File: src/rtl/fcbb_pkg.sv
package fcbb_pkg;

    localparam int SIZE_W = 24;
    localparam int CNT_W = 6;
    localparam int KEY_IN_W = 64;
    localparam logic [SIZE_W-1:0] BUDGET_RESET = 24'd6291456;

    localparam logic OP_STORE = 1'b0;
    localparam logic OP_LOOKUP = 1'b1;

    typedef enum logic [2:0] {
        ST_IDLE,
        ST_CMP,
        ST_DROP,
        ST_EVICT,
        ST_DONE
    } state_t;

    typedef struct packed {
        logic capture;
        logic compare;
        logic drop_hit;
        logic evict;
        logic append;
        logic load_out;
    } cmd_t;

    typedef struct packed {
        logic is_store;
        logic hit;
        logic need_evict;
    } sts_t;

endpackage

File: src/rtl/fcbb_ctrl.sv
module fcbb_ctrl (
    input  logic          aclk,
    input  logic          aresetn,
    input  logic          s_valid,
    output logic          s_ready,
    output logic          m_valid,
    input  logic          m_ready,
    input  fcbb_pkg::sts_t sts,
    output fcbb_pkg::cmd_t cmd
);
    import fcbb_pkg::*;

    state_t state_reg, state_next;
    logic   m_valid_reg, m_valid_next;

    always_ff @(posedge aclk) begin
        if (!aresetn) begin
            state_reg   <= ST_IDLE;
            m_valid_reg <= 1'b0;
        end else begin
            state_reg   <= state_next;
            m_valid_reg <= m_valid_next;
        end
    end

    always_comb begin
        state_next = state_reg;
        case (state_reg)
            ST_IDLE:  if (s_valid) state_next = ST_CMP;
            ST_CMP: begin
                if (!sts.is_store) state_next = ST_DONE;
                else if (sts.hit) state_next = ST_DROP;
                else state_next = ST_EVICT;
            end
            ST_DROP:  state_next = ST_EVICT;
            ST_EVICT: if (!sts.need_evict) state_next = ST_DONE;
            ST_DONE:  if (!m_valid_reg || m_ready) state_next = ST_IDLE;
            default:  state_next = ST_IDLE;
        endcase
    end

    always_comb begin
        cmd = '0;
        m_valid_next = m_valid_reg && !m_ready;
        case (state_reg)
            ST_IDLE:  cmd.capture = s_valid;
            ST_CMP:   cmd.compare = 1'b1;
            ST_DROP:  cmd.drop_hit = 1'b1;
            ST_EVICT: begin
                cmd.evict  = sts.need_evict;
                cmd.append = !sts.need_evict;
            end
            ST_DONE: begin
                if (!m_valid_reg || m_ready) begin
                    cmd.load_out = 1'b1;
                    m_valid_next = 1'b1;
                end
            end
            default: ;
        endcase
    end

    assign s_ready = (state_reg == ST_IDLE);
    assign m_valid = m_valid_reg;

endmodule

File: config.mk
export PLATFORM = sky130hd
export DESIGN_NAME = fcbb_ctrl
export DESIGN_NICKNAME = d
export VERILOG_FILES = /design/src/rtl/fcbb_pkg.sv /design/src/rtl/fcbb_ctrl.sv
export SDC_FILE = /design/constraint.sdc
export NUM_CORES = 1
export LEC_CHECK = 0
export BUFFER_PORTS_ARGS = -buffer_cell sky130_fd_sc_hd__buf_2
export CAP_MARGIN = 20
export CORE_AREA = 4 4 41 43
export DETAILED_ROUTE_END_ITERATION = 8
export DIE_AREA = 0 0 45 47
export GPL_ROUTABILITY_DRIVEN = 0
export PLACE_DENSITY_LB_ADDON = 0.25
export SKIP_LAST_GASP = 1
export SYNTH_ARGS = -nofsm -noshare
export SYNTH_HDL_FRONTEND = slang
export SYNTH_SLANG_ARGS = --single-unit
File: constraint.sdc
create_clock -name aclk -period 0.9 [get_ports aclk]
set_input_delay 0.18 -clock aclk [delete_from_list [all_inputs] [get_ports aclk]]
set_output_delay 0.18 -clock aclk [all_outputs]
set_load 0.01 [all_outputs]
Yosys cells after proc, flatten, opt, wreduce, memory -nomap -nowiden
Index checks and enable logic that the tools add are counted.
- flip-flop bits (word level): 4
- bits of input ports: 7
- output and inout port bits: 8
- word-level logic and storage cells: 30
- equality and inequality tests: 7
- multiplexer cells: 14
- reductions and logical operators: 7
- operator list (kind ; count):
    $pmux 3 s5 ; 1
    $mux 3 ; 4
    $mux 1 ; 8
    $eq 3x2->1 const B ; 2
    $ne 2x2->1 const B ; 3
    $eq 3x1->1 const B ; 1
    $eq 3x3->1 const B ; 1
    $logic_not 1->1 ; 3
    $logic_not 3->1 ; 1
    $reduce_and 3->1 ; 1
    $mux 2 ; 1
    $logic_and 1x1->1 ; 1
    $logic_or 1x1->1 ; 1

Depth between registers and ports, before layout
- depth after elaboration: 4
- mapped depth: 4
- mapped depth without buffers: 3

Worst setup path after synthesis
OpenSTA, ideal clock, no wires.
- kind: reg-to-output
- start point: register state_reg[0]
- end point: output port cmd[5] in the netlist's numbering
- arrival: 1.003 ns
- required time: 0.720 ns
- slack: -0.283 ns
- stages on the path, launching flop included: 4
- buffers on the path: 1
- cell sequence: dfxtp_1 -> buf_2 -> nor3_1 -> and2_1
- RTL lines (element ; line ; RTL):
    start, declared ; fcbb_ctrl.sv:13 ; state_t state_reg, state_next;
    start signal, assigned ; fcbb_ctrl.sv:21 ; state_reg <= state_next;
    end, declared ; fcbb_ctrl.sv:9 ; output fcbb_pkg::cmd_t cmd

==> impl_metrics.toml <==
[cts]
clockBufferDepth = 2
cts_hold_buf = 0
clock_sinks = 4
clk_pin_slew_ns = 0.04
insertion_delay_ns = 0.23
cts_root_buffer = "clkbuf_4"
cts_tree = "yes"
htreeDepth = 1
cts_made_buffers = 3

[detailed_routing]
drcViolationCount = 0
drt-initial-drc-count = 2
via_per_inst = 4.04
firstDrtPassIters = 3
ant_nets = 0
wire_per_inst_um = 10.0
dr_total_vias = 279
routed_wirelength_um = 690

[cells_and_area]
final_cell_mix = "buf_2, buf_6"
layout.nets = 63
antenna_cells = 0
area_delta_synth_final_pct = 105
layout_commonest_cell = "buf_2"
design_area_sq_um = 499
layout-drive-gt1-share_pct = 74.1
post-route-util_pct = 38.4
n_fill_cell = 142
largest_register_ff_count = 3

[grt]
grt_max_degree = 9
grt_pass1_vias = 284
track_usage_pct = 8.13
grt_pass1_wl_mm = 1.19
overflow = 0
antenna_found_initial = 0

[die]
dieArea_sq_mm = 0.00212
io_pins = 15
start_util_pct = 18.8
num_rows = 13
chipHeight_um = 47
fp.coreArea_sq_mm = 0.00130
die_x_um = 45

[sta]
grt_setup_unrepaired = "yes"
period_minus_slack_ns = 1.21
drv_slew = 0
fin_worst_skew_ns = 0.0000324
fin_hold_ws_ns = 0.203
finalSetupViolCount = 10
period_share_pct = 135
worstMarginPinSlew_ns = 0.246
slew-limit-headroom_pct = 83.6
max_freq_mhz = 826
worst_slack_ns = -0.311
hold_violations = 0
finalSetupTns_ns = -2.07

[yosys]
synth_top_area_share_pct = 32.8
yosys-top-cells-area = "dfxtp_1, nand2b_1, nand2_1"
ys_ff_latch = 4
ys_types = 17
syn_area_per_cell_sq_um = 7.62
yosys.area.top_type = "dfxtp_1"
netlist_area_sq_um = 244
syn_nets = 39
ys_warn_count = 0
synthCells = 32
ys_seq_area_share_pct = 32.8

[setup_path]
startpoint_type = "flop"
reg2reg_depth = 4
reg2reg_from = "state_reg[1]"
cp.arrival_ns = 1.03
endpoint_kind = "output port"
worstPathRequired_ns = 0.72
crit_fanout = 4
crit_type = "flop to output port"
ff2ff_setup_slack_ns = -0.13
r2r-end = "state_reg[0]"

[power]
power.density_mw_per_mm2 = 1380
vdd.ir_drop.worst_v = 0.000669
p_sw_mw = 0.206
p_int_mw = 0.482
leakagePower_nw = 0.230
seqPwrFrac_pct = 31.9
swShare_pct = 29.9
combinationalPowerShare_pct = 35.4
pwr-share-clk_pct = 32.7

[flow_run]
timing.max_cap.violations = 0

[min_path]
holdPathStages = 2
hold_class = "primary input to flop"
min_to = "m_valid"
hp-start = "aresetn"

[placed_design]
port_buffers = 14
post-place-ws_ns = -0.172
placed_area_sq_um = 373
dpl.hpwl_um = 523

[outcome]
violations = "setup timing"
status = "finished, violations left"
==> cell usage after synthesis <==
cell,count
nor2b_4,1
dfxtp_1,4
a311oi_1,1
nand2b_1,3
o31ai_1,1
nand2_1,4
buf_2,1
nor2_1,4
buf_6,1
nand4_1,1
and2_1,1
nor2b_1,2
nor3_1,2
inv_1,1
a21oi_1,2
o21ai_0,1
nor3b_1,2
==> kinds of logic (layout without fill, tap and decap cells) <==
group,count (synthesis),after routing,synth area share (%)
AO/OA/AOI/OAI,5,5,12.8
flip-flops,4,4,32.8
AND/OR/NAND/NOR,20,20,46.2
buffers and inverters,3,25,8.20
==> area by class of cell <==
cell class	count	area, sq um	area share, %
clock buffers	3	22.5	4.51
inverters	1	3.75	0.752
multi-input cells	25	209	41.9
flip-flops and latches	4	91.3	18.3
well taps	15	18.8	3.76
repair buffers	21	154	30.8
==> critical path: stages, from the launching register on <==
cell	delay, ns
dfxtp_4	0.35
nand2b_4	0.16
nor3b_2	0.14
buf_2	0.14
==> worst max-delay path by stage <==
stage	startpoint	end	cells after the start
after floorplan	state_reg[1]	cmd[5]	3
after global placement	state_reg[1]	state_reg[0]	3
after detailed placement	state_reg[1]	state_reg[0]	3
after CTS	state_reg[0]	cmd[5]	3
after global routing	state_reg[2]	cmd[3]	3
final	state_reg[2]	cmd[1]	3
==> power groups by stage <==
stage	Combinational, mW	Sequential, mW	Clock (mW)
CTS	0.216	0.218	0.236
finish	0.243	0.219	0.225
global route	0.264	0.223	0.258
floorplan	0.121	0.202	0
global placement	0.168	0.216	0
detailed placement	0.166	0.217	0
==> routing by layer <==
layer | share of wire, % | GRT usage (%)
met1 | 46 | 9.98
met5 | 0 | 0
met4 | 0 | 1.75
met2 | 46 | 11.6
met3 | 8.1 | 5.75
==> timing repair <==
action / in CTS / in global routing
buffers inserted: 3 / 2
setup endpoints to repair: 11 / 10
hold endpoints to repair: 0 / 0
gates resized for setup: 14 / 11
pin swaps: 6 / 7
==> through the flow <==
stage | instances | power (mW)
floorplan | 32 | 0.323
global placement | 63 | 0.384
detailed placement | 63 | 0.383
CTS | 69 | 0.670
global route | 69 | 0.745
finish | 69 | 0.687
Note: power is estimated with default switching activity, not from simulation.
